==> config.mk <==
export PLATFORM = sky130hd
export DESIGN_NAME = peak_valley_sag_tracker
export DESIGN_NICKNAME = d
export VERILOG_FILES = /design/src/hdl/pvst_pkg.sv /design/src/hdl/pvst_dp.sv /design/src/hdl/pvst_ctrl.sv /design/src/hdl/peak_valley_sag_tracker.sv
export VERILOG_INCLUDE_DIRS = /design/src /design/src/hdl
export SDC_FILE = /design/constraint.sdc
export NUM_CORES = 1
export LEC_CHECK = 0
export BUFFER_PORTS_ARGS = -buffer_cell sky130_fd_sc_hd__buf_2
export CORE_MARGIN = 2
export CORE_UTILIZATION = 50
export CTS_CLUSTER_SIZE = 14
export DETAILED_ROUTE_END_ITERATION = 7
export PLACE_DENSITY = 0.69
export SLEW_MARGIN = 0
export SYNTH_ARGS = -nofsm -noshare
export SYNTH_HDL_FRONTEND = slang
export SYNTH_SLANG_ARGS = --single-unit
==> constraint.sdc <==
create_clock -name clk -period 4 [get_ports clk]
set_input_delay 0.4 -clock clk [delete_from_list [all_inputs] [get_ports clk]]
set_output_delay 0.4 -clock clk [all_outputs]
set_load 0.005 [all_outputs]
==> src/hdl/peak_valley_sag_tracker_defines.svh <==
// Assertion macros shared by the tracker modules.
// Every macro takes a label, the clock, the active-low reset and the checked expressions.
`ifndef PEAK_VALLEY_SAG_TRACKER_DEFINES_SVH
`define PEAK_VALLEY_SAG_TRACKER_DEFINES_SVH

`ifndef ASSERT_OFF

`define PVST_ASSERT_ALWAYS(lbl, clk, rst_n, expr) \
	lbl: assert property (@(posedge clk) disable iff (!rst_n) (expr)) \
		else $error("assertion failed");

`define PVST_ASSERT_IMPLIES(lbl, clk, rst_n, ante, cons) \
	lbl: assert property (@(posedge clk) disable iff (!rst_n) (ante) |-> (cons)) \
		else $error("assertion failed");

`define PVST_ASSERT_NEXT(lbl, clk, rst_n, ante, cons) \
	lbl: assert property (@(posedge clk) disable iff (!rst_n) (ante) |=> (cons)) \
		else $error("assertion failed");

`else

`define PVST_ASSERT_ALWAYS(lbl, clk, rst_n, expr)
`define PVST_ASSERT_IMPLIES(lbl, clk, rst_n, ante, cons)
`define PVST_ASSERT_NEXT(lbl, clk, rst_n, ante, cons)

`endif

`endif

==> src/hdl/pvst_pkg.sv <==
package pvst_pkg;

	// Threshold registers are 15 bits wide whatever the sample width.
	localparam int THR_BITS = 15;
	localparam logic [THR_BITS-1:0] THR_RESET = 15'd2867;

	// Configuration register indexes.
	localparam int CFG_IDX_BITS = 2;
	localparam logic [CFG_IDX_BITS-1:0] CFG_PEAK_THR = 2'd0;
	localparam logic [CFG_IDX_BITS-1:0] CFG_SAG_THR  = 2'd1;

	typedef enum logic [1:0] {
		KIND_PEAK       = 2'd0,
		KIND_SMALL_PEAK = 2'd1,
		KIND_VALLEY     = 2'd2,
		KIND_SAG        = 2'd3
	} event_kind_t;

	// Commands from the controller to the datapath.
	typedef struct packed {
		logic load;      // request accepted: classify and accumulate
		logic div_init;  // load the divider from the selected sum and count
		logic div_step;  // one quotient bit
		logic out_load;  // move the finished event into the output register
	} pvst_cmd_t;

	// Status from the datapath to the controller.
	typedef struct packed {
		logic event_hit; // the incoming request completes a peak or a valley
		logic needs_div; // the pending event reports an average
	} pvst_sts_t;

endpackage

==> src/hdl/pvst_dp.sv <==
module pvst_dp import pvst_pkg::*; #(
	parameter int SAMPLE_BITS = 16,
	parameter int COUNT_BITS  = 16
) (
	input  logic                          clk,
	input  logic                          arst_n,
	input  pvst_cmd_t                     cmd,
	output pvst_sts_t                     sts,
	input  logic signed [SAMPLE_BITS-1:0] sample,
	input  logic                          cfg_we,
	input  logic [CFG_IDX_BITS-1:0]       cfg_index,
	input  logic [THR_BITS-1:0]           cfg_data,
	output logic [1:0]                    event_kind,
	output logic signed [SAMPLE_BITS-1:0] extreme_value,
	output logic signed [SAMPLE_BITS-1:0] running_average
);

	localparam int SUM_BITS = SAMPLE_BITS + COUNT_BITS;
	localparam int CMP_BITS = ((SAMPLE_BITS > THR_BITS) ? SAMPLE_BITS : THR_BITS) + 1;

	logic [THR_BITS-1:0]           peak_thr_q, sag_thr_q;
	logic signed [SAMPLE_BITS-1:0] newest_q, older_q;
	logic signed [SUM_BITS-1:0]    peak_sum_q, valley_sum_q;
	logic [COUNT_BITS-1:0]         peak_cnt_q, valley_cnt_q;
	event_kind_t                   kind_q;
	logic signed [SAMPLE_BITS-1:0] extreme_q;
	logic [COUNT_BITS-1:0]         rem_q, divisor_q;
	logic [SAMPLE_BITS-1:0]        quot_q;
	logic                          neg_q;
	event_kind_t                   out_kind_q;
	logic signed [SAMPLE_BITS-1:0] out_ext_q, out_avg_q;

	logic                          is_peak, is_valley, peak_big, valley_deep;
	logic signed [CMP_BITS-1:0]    mid_ext, peak_thr_ext, sag_neg;
	logic signed [SUM_BITS-1:0]    sel_sum;
	logic [SUM_BITS-1:0]           sum_abs;
	logic [COUNT_BITS:0]           trial, diff;
	logic                          ge;
	event_kind_t                   kind_d;

	// Classification of the middle sample against its two neighbors.
	always_comb begin
		is_peak      = (newest_q > older_q) && (newest_q > sample);
		is_valley    = (newest_q < older_q) && (newest_q < sample);
		mid_ext      = CMP_BITS'(newest_q);
		peak_thr_ext = signed'({{(CMP_BITS-THR_BITS){1'b0}}, peak_thr_q});
		sag_neg      = -signed'({{(CMP_BITS-THR_BITS){1'b0}}, sag_thr_q});
		peak_big     = mid_ext >= peak_thr_ext;
		valley_deep  = mid_ext <= sag_neg;
		if (is_peak) begin
			kind_d = peak_big ? KIND_PEAK : KIND_SMALL_PEAK;
		end else begin
			kind_d = valley_deep ? KIND_VALLEY : KIND_SAG;
		end
	end

	assign sts.event_hit = is_peak || is_valley;
	assign sts.needs_div = (kind_q == KIND_PEAK) || (kind_q == KIND_VALLEY);

	// Divider operands: magnitude of the sum, the count as divisor.
	always_comb begin
		sel_sum = (kind_q == KIND_VALLEY) ? valley_sum_q : peak_sum_q;
		sum_abs = sel_sum[SUM_BITS-1] ? SUM_BITS'(-sel_sum) : SUM_BITS'(sel_sum);
		trial   = {rem_q, quot_q[SAMPLE_BITS-1]};
		diff    = trial - {1'b0, divisor_q};
		ge      = trial >= {1'b0, divisor_q};
	end

	always_ff @(posedge clk or negedge arst_n) begin
		if (!arst_n) begin
			peak_thr_q   <= THR_RESET;
			sag_thr_q    <= THR_RESET;
			newest_q     <= '0;
			older_q      <= '0;
			peak_sum_q   <= '0;
			valley_sum_q <= '0;
			peak_cnt_q   <= '0;
			valley_cnt_q <= '0;
		end else begin
			if (cfg_we) begin
				unique case (cfg_index)
					CFG_PEAK_THR: peak_thr_q <= cfg_data;
					CFG_SAG_THR:  sag_thr_q  <= cfg_data;
					default: ;
				endcase
			end
			if (cmd.load) begin
				older_q  <= newest_q;
				newest_q <= sample;
				if (is_peak && peak_big && (peak_cnt_q != '1)) begin
					peak_sum_q <= peak_sum_q + SUM_BITS'(newest_q);
					peak_cnt_q <= peak_cnt_q + 1'b1;
				end
				if (is_valley && valley_deep && (valley_cnt_q != '1)) begin
					valley_sum_q <= valley_sum_q + SUM_BITS'(newest_q);
					valley_cnt_q <= valley_cnt_q + 1'b1;
				end
			end
		end
	end

	// The quotient fits in SAMPLE_BITS bits, so the upper part of the
	// dividend is already below the divisor and seeds the remainder.
	always_ff @(posedge clk) begin
		if (cmd.load) begin
			kind_q    <= kind_d;
			extreme_q <= newest_q;
		end
		if (cmd.div_init) begin
			rem_q     <= sum_abs[SUM_BITS-1:SAMPLE_BITS];
			quot_q    <= sum_abs[SAMPLE_BITS-1:0];
			neg_q     <= sel_sum[SUM_BITS-1];
			divisor_q <= (kind_q == KIND_VALLEY) ? valley_cnt_q : peak_cnt_q;
		end else if (cmd.div_step) begin
			rem_q  <= ge ? diff[COUNT_BITS-1:0] : trial[COUNT_BITS-1:0];
			quot_q <= {quot_q[SAMPLE_BITS-2:0], ge};
		end
		if (cmd.out_load) begin
			out_kind_q <= kind_q;
			out_ext_q  <= extreme_q;
			if (sts.needs_div) begin
				out_avg_q <= neg_q ? signed'(SAMPLE_BITS'(-quot_q)) : signed'(quot_q);
			end else begin
				out_avg_q <= '0;
			end
		end
	end

	assign event_kind      = out_kind_q;
	assign extreme_value   = out_ext_q;
	assign running_average = out_avg_q;

endmodule

==> src/hdl/pvst_ctrl.sv <==
`include "peak_valley_sag_tracker_defines.svh"

module pvst_ctrl import pvst_pkg::*; #(
	parameter int SAMPLE_BITS = 16
) (
	input  logic      clk,
	input  logic      arst_n,
	input  logic      in_valid,
	output logic      in_stall,
	output logic      out_valid,
	input  logic      out_stall,
	input  pvst_sts_t sts,
	output pvst_cmd_t cmd
);

	localparam int CNT_BITS = $clog2(SAMPLE_BITS);

	typedef enum logic [3:0] {
		S_IDLE = 4'b0001,
		S_PREP = 4'b0010,
		S_DIV  = 4'b0100,
		S_LOAD = 4'b1000
	} state_t;

	state_t              state_q, state_d;
	logic [CNT_BITS-1:0] cnt_q;
	logic                out_valid_q;
	logic                accept, slot_free;

	assign in_stall  = (state_q != S_IDLE);
	assign accept    = in_valid && !in_stall;
	assign slot_free = !out_valid_q || !out_stall;
	assign out_valid = out_valid_q;

	always_comb begin
		state_d      = state_q;
		cmd          = '0;
		cmd.load     = accept;
		unique case (state_q)
			S_IDLE: begin
				if (accept && sts.event_hit) state_d = S_PREP;
			end
			S_PREP: begin
				cmd.div_init = 1'b1;
				state_d = sts.needs_div ? S_DIV : S_LOAD;
			end
			S_DIV: begin
				cmd.div_step = 1'b1;
				if (cnt_q == '0) state_d = S_LOAD;
			end
			S_LOAD: begin
				if (slot_free) begin
					cmd.out_load = 1'b1;
					state_d = S_IDLE;
				end
			end
			default: state_d = S_IDLE;
		endcase
	end

	always_ff @(posedge clk or negedge arst_n) begin
		if (!arst_n) begin
			state_q     <= S_IDLE;
			cnt_q       <= '0;
			out_valid_q <= 1'b0;
		end else begin
			state_q <= state_d;
			if (state_q == S_PREP) begin
				cnt_q <= CNT_BITS'(SAMPLE_BITS - 1);
			end else if (state_q == S_DIV) begin
				cnt_q <= cnt_q - 1'b1;
			end
			if (cmd.out_load) begin
				out_valid_q <= 1'b1;
			end else if (!out_stall) begin
				out_valid_q <= 1'b0;
			end
		end
	end

	`PVST_ASSERT_NEXT(a_no_event_ready, clk, arst_n, accept && !sts.event_hit, state_q == S_IDLE)
	`PVST_ASSERT_NEXT(a_div_ends, clk, arst_n, state_q == S_DIV && cnt_q == '0, state_q == S_LOAD)
	`PVST_ASSERT_IMPLIES(a_load_free, clk, arst_n, cmd.out_load, !out_valid_q || !out_stall)
	`PVST_ASSERT_NEXT(a_held_result, clk, arst_n, out_valid_q && out_stall, out_valid_q)

endmodule

==> src/hdl/peak_valley_sag_tracker.sv <==
// Peak, valley and sag tracker for signed fixed-point voltage samples. Each
// request carries one sample; the block keeps the two previous samples (both
// zero after reset) and judges the middle one: strictly above both neighbors
// is a peak, strictly below both is a valley, anything with an equal neighbor
// gives no result. A peak at or above peak_threshold is added to the peak sum
// and count and reported with the peak average (event_kind 0); a smaller peak
// is reported as event_kind 1. A valley at or below minus sag_threshold goes
// into the valley average (event_kind 2); a shallower valley is a sag
// (event_kind 3). Averages are sum divided by count, truncated toward zero,
// and running_average is zero for kinds 1 and 3. A count that has reached its
// maximum stops the accumulation but the event is still reported. A request
// with no result leaves the block idle; a small peak or sag passes through
// divider setup to the output load, and an event with an average also runs
// the shared restoring divider, which produces one quotient bit per cycle.
// Results leave through an output register, so the next request is taken
// while an earlier result still waits on out_stall. The configuration
// port is always ready; register 0 is peak_threshold, register 1 is
// sag_threshold, other indexes are ignored, and it should be written only
// while the block is idle.
module peak_valley_sag_tracker import pvst_pkg::*; #(
	parameter int SAMPLE_BITS = 16,
	parameter int COUNT_BITS  = 16
) (
	input  logic                          clk,
	input  logic                          arst_n,
	// Sample request channel.
	input  logic                          in_valid,
	output logic                          in_stall,
	input  logic signed [SAMPLE_BITS-1:0] sample,
	// Event result channel.
	output logic                          out_valid,
	input  logic                          out_stall,
	output logic [1:0]                    event_kind,
	output logic signed [SAMPLE_BITS-1:0] extreme_value,
	output logic signed [SAMPLE_BITS-1:0] running_average,
	// Configuration write channel.
	input  logic                          cfg_valid,
	output logic                          cfg_ready,
	input  logic [CFG_IDX_BITS-1:0]       cfg_index,
	input  logic [THR_BITS-1:0]           cfg_data
);

	pvst_cmd_t cmd;
	pvst_sts_t sts;

	// Threshold writes are taken in any cycle.
	assign cfg_ready = 1'b1;

	// The controller sequences accept, divider setup, the division steps and
	// the hand-off to the output register.
	pvst_ctrl #(
		.SAMPLE_BITS(SAMPLE_BITS)
	) u_ctrl (
		.clk       (clk),
		.arst_n    (arst_n),
		.in_valid  (in_valid),
		.in_stall  (in_stall),
		.out_valid (out_valid),
		.out_stall (out_stall),
		.sts       (sts),
		.cmd       (cmd)
	);

	// The datapath holds the sample history, the accumulators, the
	// thresholds, the divider and the output register.
	pvst_dp #(
		.SAMPLE_BITS(SAMPLE_BITS),
		.COUNT_BITS (COUNT_BITS)
	) u_dp (
		.clk             (clk),
		.arst_n          (arst_n),
		.cmd             (cmd),
		.sts             (sts),
		.sample          (sample),
		.cfg_we          (cfg_valid && cfg_ready),
		.cfg_index       (cfg_index),
		.cfg_data        (cfg_data),
		.event_kind      (event_kind),
		.extreme_value   (extreme_value),
		.running_average (running_average)
	);

endmodule

# Word-level counts from Yosys, hierarchy flattened

Index checks and enable logic that the tools add are counted.
Widths: inputs -> output; s select.

Mux-type cells: 25
Reductions and logical operators: 24
Add/sub/neg operators: 9
Order comparisons: 7
Eq/ne operators: 13

Operators with widths:

| kind                  | count |
|---|---|
| $mux 16               | 7 |
| $add 32x16->32        | 2 |
| $mux 32               | 2 |
| $add 16x1->16 const B | 2 |
| $gt 16x16->1          | 2 |
| $lt 16x16->1          | 2 |
| $ne 16x16->1 const B  | 2 |
| $neg 32->32           | 1 |
| $mux 4                | 6 |
| $ge 17x16->1          | 1 |
| $le 16x17->1          | 1 |
| $neg 15->17           | 1 |
| $ge 16x16->1          | 1 |
| $neg 16->16           | 1 |
| $pmux 4 s4            | 1 |
| $sub 16x16->16        | 1 |
| $logic_and 1x1->1     | 8 |
| $mux 1                | 8 |
| $ne 2x1->1 const B    | 4 |
| $reduce_and 2->1      | 4 |
| $eq 4x1->1 const B    | 1 |
| $eq 4x2->1 const B    | 1 |
| $eq 4x3->1 const B    | 1 |
| $eq 4x4->1 const B    | 1 |
| 11 further kinds      | 17 |

Output and inout port bits: 37
Logic and storage cells: 98
Flip-flop bits (word level): 268
Bits of input ports: 38

# Depth between registers and ports, before layout

Gate-level depths: netlist of the first run.

Depth after elaboration: 6
Depth in mapped cells: 17
Mapped depth without buffers: 15

# Modules after synthesis

A second synthesis of the first run with hierarchy kept.

Cell total of the unflattened synthesis: 1792
Area total of the unflattened synthesis: 17905.9 sq um

Modules (own cells, without submodules):

| module                  | cells an instance | area each (sq um) | instances | sequential area each (sq um) |
|---|---|---|---|---|
| pvst_dp                 | 1740              | 17433.0           | 1         | 7004.2 |
| pvst_ctrl               | 50                | 461.7             | 1         | 226.5 |
| peak_valley_sag_tracker | 2                 | 11.3              | 1         | 0.0 |

# Least setup slack after synthesis of the first run

Ideal clock, no wire load.

Path kind: register to register
Start point: reg u_dp.sag_thr_q[6]
End point: reg u_dp.valley_cnt_q[11]
Path slack: -124 ps
Clock period less this slack: 4124 ps
Library setup time: 80 ps
Stages on the path, launching flop included: 18
Path buffers: 2
Data arrival time: 4044 ps
Required time: 3920 ps
Cells stage by stage: dfrtp_1 > or4_1 > nor3_1 > nand3_1 > nor4_1 > xor2_1 > ha_1 > a21o_1 > a2111oi_2 > o21ai_1 > a311oi_1 > nor2_1 > or4_4 > buf_6 > or2_1 > buf_6 > nor4_4 > xnor2_1

Word-level cells in the longest chain between the ends: 5

Ends and longest elaborated chain:

| item                            | RTL line      | text |
|---|---|---|
| from (decl)                     | pvst_dp.sv:21 | `logic [THR_BITS-1:0] peak_thr_q, sag_thr_q;` |
| from (signal assigned)          | pvst_dp.sv:83 | `CFG_SAG_THR: sag_thr_q <= cfg_data;` |
| $neg 15->17                     | pvst_dp.sv:47 | `sag_neg = -signed'({{(CMP_BITS-THR_BITS){1'b0}}, sag_thr_q});` |
| $le 16x17->1                    | pvst_dp.sv:49 | `valley_deep = mid_ext <= sag_neg;` |
| $logic_and 1x1->1 (2 in series) | pvst_dp.sv:94 | `if (is_valley && valley_deep && (valley_cnt_q != '1)) begin` |
| $reduce_and 2->1 (no line)      | -             |  |
| to (signal assigned)            | pvst_dp.sv:96 | `valley_cnt_q <= valley_cnt_q + 1'b1;` |
| to (decl)                       | pvst_dp.sv:24 | `logic [COUNT_BITS-1:0] peak_cnt_q, valley_cnt_q;` |

Every way passes these cells.
A chain may end at the register's enable or synchronous reset.

# Final worst setup path of the first run

Start point: reg u_dp.sag_thr_q[5]
End point: reg u_dp.valley_cnt_q[4]

The elaborated chain is that of the path after synthesis.

==> key figures, run 1 <==
Worst setup path
  • Critical path class: register to register
  • Startpoint types: register
  • R2R Path End: u_dp.valley_cnt_q[4]
  • Critical path peak fanout: 5
  • Register-to-register setup slack: -0.19 ns
  • WP data arrival: 4.68 ns
  • Start point of the critical path: u_dp.sag_thr_q[5]
  • R2R Path Start: u_dp.sag_thr_q[5]
  • Worst R2R Path Depth: 16
  • Worst Path Required: 4.49 ns
  • Worst setup EP type: register

Route
  • DR vias: 14100
  • WL/cell: 17.7 µm
  • Initial DRT Pass Iterations: 5
  • Routed wire length: 43.6 mm
  • Initial DRC count: 774
  • Routed vias/inst: 5.73
  • # DRC: 0
  • Post-DRT Antenna Nets: 0

Worst hold path
  • Min-Delay Path Class: input pin to register
  • Hold depth: 3
  • WHS Endpoint: u_dp.peak_thr_q[13]
  • Hold path startpoint: cfg_data[13]

Logic synthesis
  • Synth Flop Type: dfrtp_1
  • Cell taking the most area after synthesis: dfrtp_1
  • Synth Area in XOR/XNOR: 0.0715
  • Seq cells post-synth: 268
  • Ys async rst share: 0.623
  • Seq/Total Area, Yosys: 0.416
  • Post-synth cell types: 71
  • Simple-gate share of the synthesized area: 0.160
  • Syn_nets: 2045
  • Syn_area_per_cell: 9.37 µm²
  • Post-synth EDFFs: 101
  • Post-Syn Area: 17400 µm²
  • Dominant combinational cell family by area after synthesis: simple AND/OR/NAND/NOR gates
  • Mapped Cells: 1856
  • Post-synthesis mux area share: 0.0450
  • Post-synthesis compound-gate area fraction: 0.157
  • Post-synthesis adder-cell area fraction: 0.110
  • Top cell type's share of synthesized area: 0.219
  • Number of synthesis warnings: 0
  • Area contributors post-synth: dfrtp_1 (22%), edfxtp_1 (17%), ha_1 (11%)

Power
  • Clk pwr share: 0.189
  • Flop pwr share: 0.295
  • P_sw: 0.00661 W
  • P_leak: 9.04 nW
  • Cell Int Power: 0.00863 W
  • Total power: 0.0152 W
  • Gate power share: 0.516
  • Switching share of power: 0.434
  • Pwr/cell area: 760 nW/µm²
  • Peak VDD IR: 0.000427 V

Place
  • Setup WS pre-CTS: -0.290 ns
  • DP Wirelength: 31.5 mm
  • # port buffers: 73
  • Placed Area: 18500 µm²
  • RD Place Congestion: 0.907

Timing
  • Slew @ Worst Pin: 1.03 ns
  • Hold Slack: 0.0301 ns
  • Final period util: 1.05
  • Max_slew headroom: 0.314
  • Hold Vio Cnt, Final: 0
  • Fin. max-slew vios: 0
  • RSZ-0062 raised after global routing: yes
  • Final Worst Setup Slack: -0.190 ns
  • Max frequency: 239 MHz
  • # setup viols final: 40
  • Final setup skew: 0.0308 ns
  • Crit path time final: 4.19 ns

CTS
  • Max clock buf depth: 3
  • H-tree levels: 1
  • CTS clock-pin slew for the worst setup and hold paths: 0.06 ns
  • Clock buffer count from CTS: 31
  • Root buffer cell: clkbuf_16
  • Clock latency on the worst-skew pair: 0.59 ns
  • CTS tree: yes
  • Num Clock Sinks: 268

Floorplanning
  • Die Wd: 191 µm
  • Core Area: 34400 µm²
  • Die Footprint: 36300 µm²
  • Rows: 68
  • Initial Util: 0.506
  • Die Ht: 191 µm
  • Top-level I/O count: 75

Run
  • Max cap viols: 0

Finish
  • Area grow syn2layout: 15.2%
  • Most frequent cells in the layout: nand2_1 (225), o21ai_0 (161), dfrtp_1 (152)
  • Layout cell share with drive strength beyond 1: 0.148
  • Reg area: 7230 µm²
  • Number of fill cells: 2959
  • Ant diodes: 0
  • Nets: 2164
  • Most common cell after layout, fill and taps aside: nand2_1
  • Design area: 20000 µm²
  • Area of the multi-input gates: 9710 µm²

GRT
  • Vias in the first global route: 13600
  • Total track usage: 0.240
  • GR Overflow Total: 0
  • First-pass GRT wire length: 69.9 mm
  • Initial antenna violation count: 1
  • Largest net degree at the start of global routing: 84

Run status
  • Failing checks: negative setup slack
  • Outcome: complete, but fails checks
sequential cells by signal, indices dropped and copies added (netlist names):
| register | flops |
|---|---|
| u_dp.event_kind | 2 |
| u_ctrl.cnt_q | 4 |
| u_dp.newest_q | 16 |
| u_dp.neg_q | 1 |
| u_dp.divisor_q | 16 |
| u_dp.kind_q | 2 |
| u_dp.extreme_value | 16 |
| u_dp.sag_thr_q | 15 |
| u_dp.older_q | 16 |
| u_dp.running_average | 16 |
| u_dp.valley_sum_q | 32 |
| u_dp.rem_q | 16 |
| u_ctrl.state_q | 4 |
| u_dp.peak_sum_q | 32 |
| u_dp.peak_thr_q | 15 |
| u_ctrl.out_valid | 1 |
| u_dp.quot_q | 16 |
| u_dp.valley_cnt_q | 16 |
| u_dp.peak_cnt_q | 16 |
| u_dp.extreme_q | 16 |
routing by layer:
| layer | share of wire | GRT usage | vias up | wire (µm) |
|---|---|---|---|---|
| li1 | - | - | 6901 | - |
| met1 | 0.46 | 0.330 | 6730 | 19900 |
| met2 | 0.46 | 0.383 | 361 | 20000 |
| met3 | 0.056 | 0.0405 | 76 | 2460 |
| met4 | 0.028 | 0.0829 | 2 | 1230 |
| met5 | 0.00030 | 0 | - | 13 |
worst max-delay path, cell delays in order, from the launching register on:
cell       delay [ns]
dfstp_2          0.37
or4_4            0.55
nor3_4           0.15
nand3_2          0.13
nor4_4           0.17
xor2_1           0.20
ha_1             0.27
a21o_1           0.17
a2111oi_2        0.33
o21ai_1          0.16
a311oi_2         0.23
nor2_2           0.09
or4_4            0.59
buf_4            0.18
nor2_4           0.12
and3_4           0.19
xor2_1           0.16
cells by family after synthesis:
kind of cell               Yosys count
and+or+nand+nor                    586
buffers and inverters              181
other                                1
adders and majority gates          151
muxes                               75
AOI/OAI and AO/OA                  452
xor gates and xnor gates           142
DFF                                268
area by class of cell:
| type | count | share of cell area |
|---|---|---|
| Clock buffer | 34 | 0.0393 |
| Multi-Input combinational cell | 1409 | 0.484 |
| Tap cell | 455 | 0.0284 |
| Clock inverter | 24 | 0.0122 |
| Timing Repair Buffer | 144 | 0.0524 |
| Inverter | 121 | 0.0227 |
| Sequential cell | 268 | 0.361 |
repair_timing:
action | 4_1_cts | 5_1_grt
resized for setup | 37 | 45
cloned | 5 | 3
pin swaps | 13 | 10
endpoints found under the setup margin | 43 | 54
hold endpoints to repair | 66 | 0
hold buffers | 1 | 0
setup buffers | 6 | 4
power by group through the flow:
stage	clock, W	sequential [W]	combinational [W]
detailed placement	0	0.00450	0.00741
floorplan	0	0.00421	0.00562
CTS	0.00293	0.00446	0.00765
global placement	0	0.00447	0.00720
global route	0.00304	0.00458	0.00882
finish	0.00287	0.00450	0.00787
synth_stat cells, types with 16 or more instances:
cell      instances
nor2b_1          17
edfxtp_1        101
clkbuf_1         41
a31oi_1          19
nor3_1           55
nand2_1         239
mux2_2           26
inv_1           120
mux2i_1          49
xor2_1           72
a21o_1           41
xnor2_1          70
o21a_1           16
a21oi_1         100
ha_1            148
dfrtp_1         152
o31ai_1          16
nor2_1          119
nand3_1          34
nand4_1          23
o21ai_0         179
a211oi_1         16
worst max path at each step:
stage / endpoint / cells after the start
3_3_place_gp: u_dp.valley_cnt_q[11] / 15
3_5_place_dp: u_dp.valley_cnt_q[7] / 15
5_1_grt: u_dp.valley_cnt_q[4] / 16
4_1_cts: u_dp.valley_cnt_q[11] / 15
2_1_floorplan: u_dp.valley_cnt_q[11] / 17
6_report: u_dp.valley_cnt_q[4] / 16
per-stage QoR:
stage               std cells  setup TNS [ns]  utilization
global placement         2378           -1.59        0.539
detailed placement       2378           -3.39        0.539
finish                   2455           -3.94        0.583
global route             2455          -15.93        0.583
floorplan                1856        -0.00413            -
CTS                      2448           -5.42        0.576
(Power assumes the default switching activity.)
==> run 2: changes to the inputs <==
--- a/config.mk
+++ b/config.mk
@@ -7,11 +7,13 @@
 export NUM_CORES = 1
 export LEC_CHECK = 0
 export BUFFER_PORTS_ARGS = -buffer_cell sky130_fd_sc_hd__buf_2
+export CELL_PAD_IN_SITES_DETAIL_PLACEMENT = 0
+export CELL_PAD_IN_SITES_GLOBAL_PLACEMENT = 1
 export CORE_MARGIN = 2
-export CORE_UTILIZATION = 50
+export CORE_UTILIZATION = 35
 export CTS_CLUSTER_SIZE = 14
 export DETAILED_ROUTE_END_ITERATION = 7
-export PLACE_DENSITY = 0.69
+export PLACE_DENSITY_LB_ADDON = 0.1
 export SLEW_MARGIN = 0
 export SYNTH_ARGS = -nofsm -noshare
 export SYNTH_HDL_FRONTEND = slang
==> constraint.sdc (replaced) <==
create_clock -name clk -period 4.4 [get_ports clk]
set_input_delay 0.44 -clock clk [delete_from_list [all_inputs] [get_ports clk]]
set_output_delay 0.44 -clock clk [all_outputs]
set_load 0.005 [all_outputs]
==> run 2 against run 1 <==
  * The flow now finishes without violations
  * Worst setup slack better by 0.37 ns
  * Non-clock buffer count decreased by 24
  * Register-to-register slack better by 0.37 ns
  * Final cell count up 7.8%
  * First-iteration DRC count shrank 1.0%
  * Design area decreased by 0.14%
  * Fmax decreased by 0.65%
  * Critical path depth down 1
  * Via count down 4.1%
  * Combinational power decreased by 12%
  * Sequential cell count stayed put
  * Sequential power shrank 8.9%
  * Critical endpoint is now u_dp.valley_sum_q[18]
  * Largest power group unchanged
  * Highest routed layer is now met4
==> key figures, run 2 (synthesis gave the netlist of run 1 again) <==
Place
  • RD Place Congestion: 0.803
  • # port buffers: 73
  • DP Wirelength: 35.3 mm

Worst hold path
  • Min-Delay Path Class: input pin to register

Worst setup path
  • WP data arrival: 4.70 ns
  • Critical path peak fanout: 35
  • Critical path class: register to register
  • Worst Path Required: 4.88 ns
  • Crit path buf inv count: 1
  • Startpoint types: register
  • Crit-path slowest cell: or4_4
  • Worst setup EP type: register
  • CP Cell Sequence: or4_4 -> nor3_4 -> nand3_2 -> nor4_4 -> xor2_1 -> ha_1 -> a21o_1 -> a2111oi_2 -> o21ai_1 -> a311oi_2 -> nor2_4 -> or4_4 -> buf_4 -> nor3b_1 -> a21o_1
  • Cell family with most CP delay: simple AND/OR/NAND/NOR gates
  • CP peak stage delay: 0.59 ns

Power
  • Cell Int Power: 0.00800 W
  • Flop pwr share: 0.291
  • Switching share of power: 0.432
  • P_sw: 0.00608 W
  • Clk pwr share: 0.214
  • Peak VDD IR: 0.000242 V
  • Total power: 0.0141 W
  • Pwr/cell area: 703 nW/µm²
  • P_leak: 8.93 nW
  • Gate power share: 0.494

CTS
  • Root buffer cell: clkbuf_16
  • H-tree levels: 2
  • Clock buffer count from CTS: 36
  • Clock latency on the worst-skew pair: 0.56 ns
  • Num Clock Sinks: 268
  • Max clock buf depth: 3
  • CTS tree: yes
  • CTS clock-pin slew for the worst setup and hold paths: 0.06 ns

Timing
  • Crit path time final: 4.22 ns
  • Final period util: 0.959
  • Max frequency: 237 MHz
  • Max_slew headroom: 0.247
  • TNS Setup: 0 ns
  • Fin. max-slew vios: 0
  • Hold Vio Cnt, Final: 0
  • # setup viols final: 0
  • Final setup skew: 0.0219 ns
  • Slew @ Worst Pin: 1.13 ns

Finish
  • Area grow syn2layout: 15.1%
  • Layout cell share with drive strength beyond 1: 0.126
  • Number of fill cells: 4942
  • Largest regs: u_dp.peak_sum_q x32, u_dp.valley_sum_q x32
  • Most frequent cells in the layout: nand2_1 (239), o21ai_0 (179), dfrtp_1 (151)
  • Most common cell after layout, fill and taps aside: nand2_1
  • Nets: 2144

Route
  • WL/cell: 17.9 µm
  • Initial DRT Pass Iterations: 5
  • Post-DRT Antenna Nets: 0
  • Routed vias/inst: 5.10
  • Initial DRC count: 766
  • DR vias: 13500
  • # DRC: 0
  • Routed wire length: 47.4 mm

Floorplanning
  • Top-level I/O count: 75
  • Die Footprint: 51500 µm²
  • Die Ht: 227 µm
  • Rows: 81
  • Initial Util: 0.355
  • Die Wd: 227 µm
  • Core Area: 49100 µm²

GRT
  • First-pass GRT wire length: 73.9 mm
  • Vias in the first global route: 13000
  • Total track usage: 0.185
  • Largest net degree at the start of global routing: 140
  • GR Overflow Total: 0
  • Initial antenna violation count: 0

Run status
  • Outcome: finished clean

Run
  • Max cap viols: 0
==> run 2: cell types whose count changed in the layout (fill, tap and decap cells not counted), sizes merged <==
| cell | before | now |
|---|---|---|
| buf | 141 | 119 |
| clkbuf | 36 | 46 |
| clkinv | 17 | 10 |
| diode | 0 | 1 |
| inv | 122 | 123 |
| or4 | 12 | 11 |
==> run 2: power by group through the flow <==
stage / clock network, W / logic [W] / registers (W)
after floorplan: 0 / 0.00511 / 0.00382
after global placement: 0 / 0.00686 / 0.00412
after detailed placement: 0 / 0.00689 / 0.00413
after CTS: 0.00311 / 0.00693 / 0.00409
after global routing: 0.00320 / 0.00786 / 0.00418
final: 0.00302 / 0.00696 / 0.00410
==> run 2: stage by stage <==
| step | utilization | area (µm²) | hold WS (ns) | setup slack [ns] | cells |
|---|---|---|---|---|---|
| after floorplan | - | 17400 | 0.144 | 0.276 | 1856 |
| after global routing | 0.408 | 20000 | 0.103 | -0.0233 | 2645 |
| after detailed placement | 0.381 | 18700 | 0.339 | -0.000743 | 2577 |
| final | 0.408 | 20000 | 0.109 | 0.182 | 2646 |
| after global placement | 0.381 | 18700 | 0.342 | 0.0707 | 2577 |
| after CTS | 0.406 | 19900 | 0.0852 | 0.0313 | 2642 |
==> run 2: worst paths after layout <==
path	startpoint	endpoint	slack, ns	cells past startpoint
worst max-delay path	u_dp.sag_thr_q[5]	u_dp.valley_sum_q[18]	0.18	15
worst min-delay path	cfg_data[6]	u_dp.peak_thr_q[6]	0.11	3
worst max register to register	u_dp.sag_thr_q[5]	u_dp.valley_sum_q[18]	0.18	15
worst min register to register	u_dp.extreme_q[0]	u_dp.extreme_value[0]	0.41	0
max in group asynchronous	arst_n	u_dp.newest_q[15]	2.93	3
min in group asynchronous	arst_n	u_dp.peak_sum_q[23]	0.33	2
==> run 2: timing repair <==
action | in CTS | in global routing
hold buffers | 1 | 0
setup endpoints to repair | 5 | 46
cloned | 0 | 1
setup buffers | 0 | 2
hold endpoints to repair | 19 | 0
resized for setup | 1 | 11
==> run 2: per-layer routing <==
layer / up-vias / global-route usage / share of wire / wire length, µm
met5: - / 0 / 0 / 0
met4: 0 / 0.0394 / 0.015 / 707
met2: 205 / 0.283 / 0.44 / 20700
met3: 44 / 0.0283 / 0.038 / 1810
li1: 6865 / - / - / -
met1: 6375 / 0.276 / 0.51 / 24200
==> run 2: worst min-delay path: stages <==
cell     delay (ns)
buf_2          0.09
nand2_1        0.04
o21ai_0        0.06
==> run 2: layout make-up <==
| type | count | area, µm² | share of cell area |
|---|---|---|---|
| tap | 664 | 831 | 0.0415 |
| timing repair buffer | 120 | 739 | 0.0369 |
| clock inverter | 18 | 229 | 0.0114 |
| sequential | 268 | 7230 | 0.361 |
| multi-input combinational | 1408 | 9540 | 0.477 |
| inverter | 121 | 454 | 0.0227 |
| clock buffer | 46 | 988 | 0.0494 |
| antenna | 1 | 2.50 | 0.000125 |
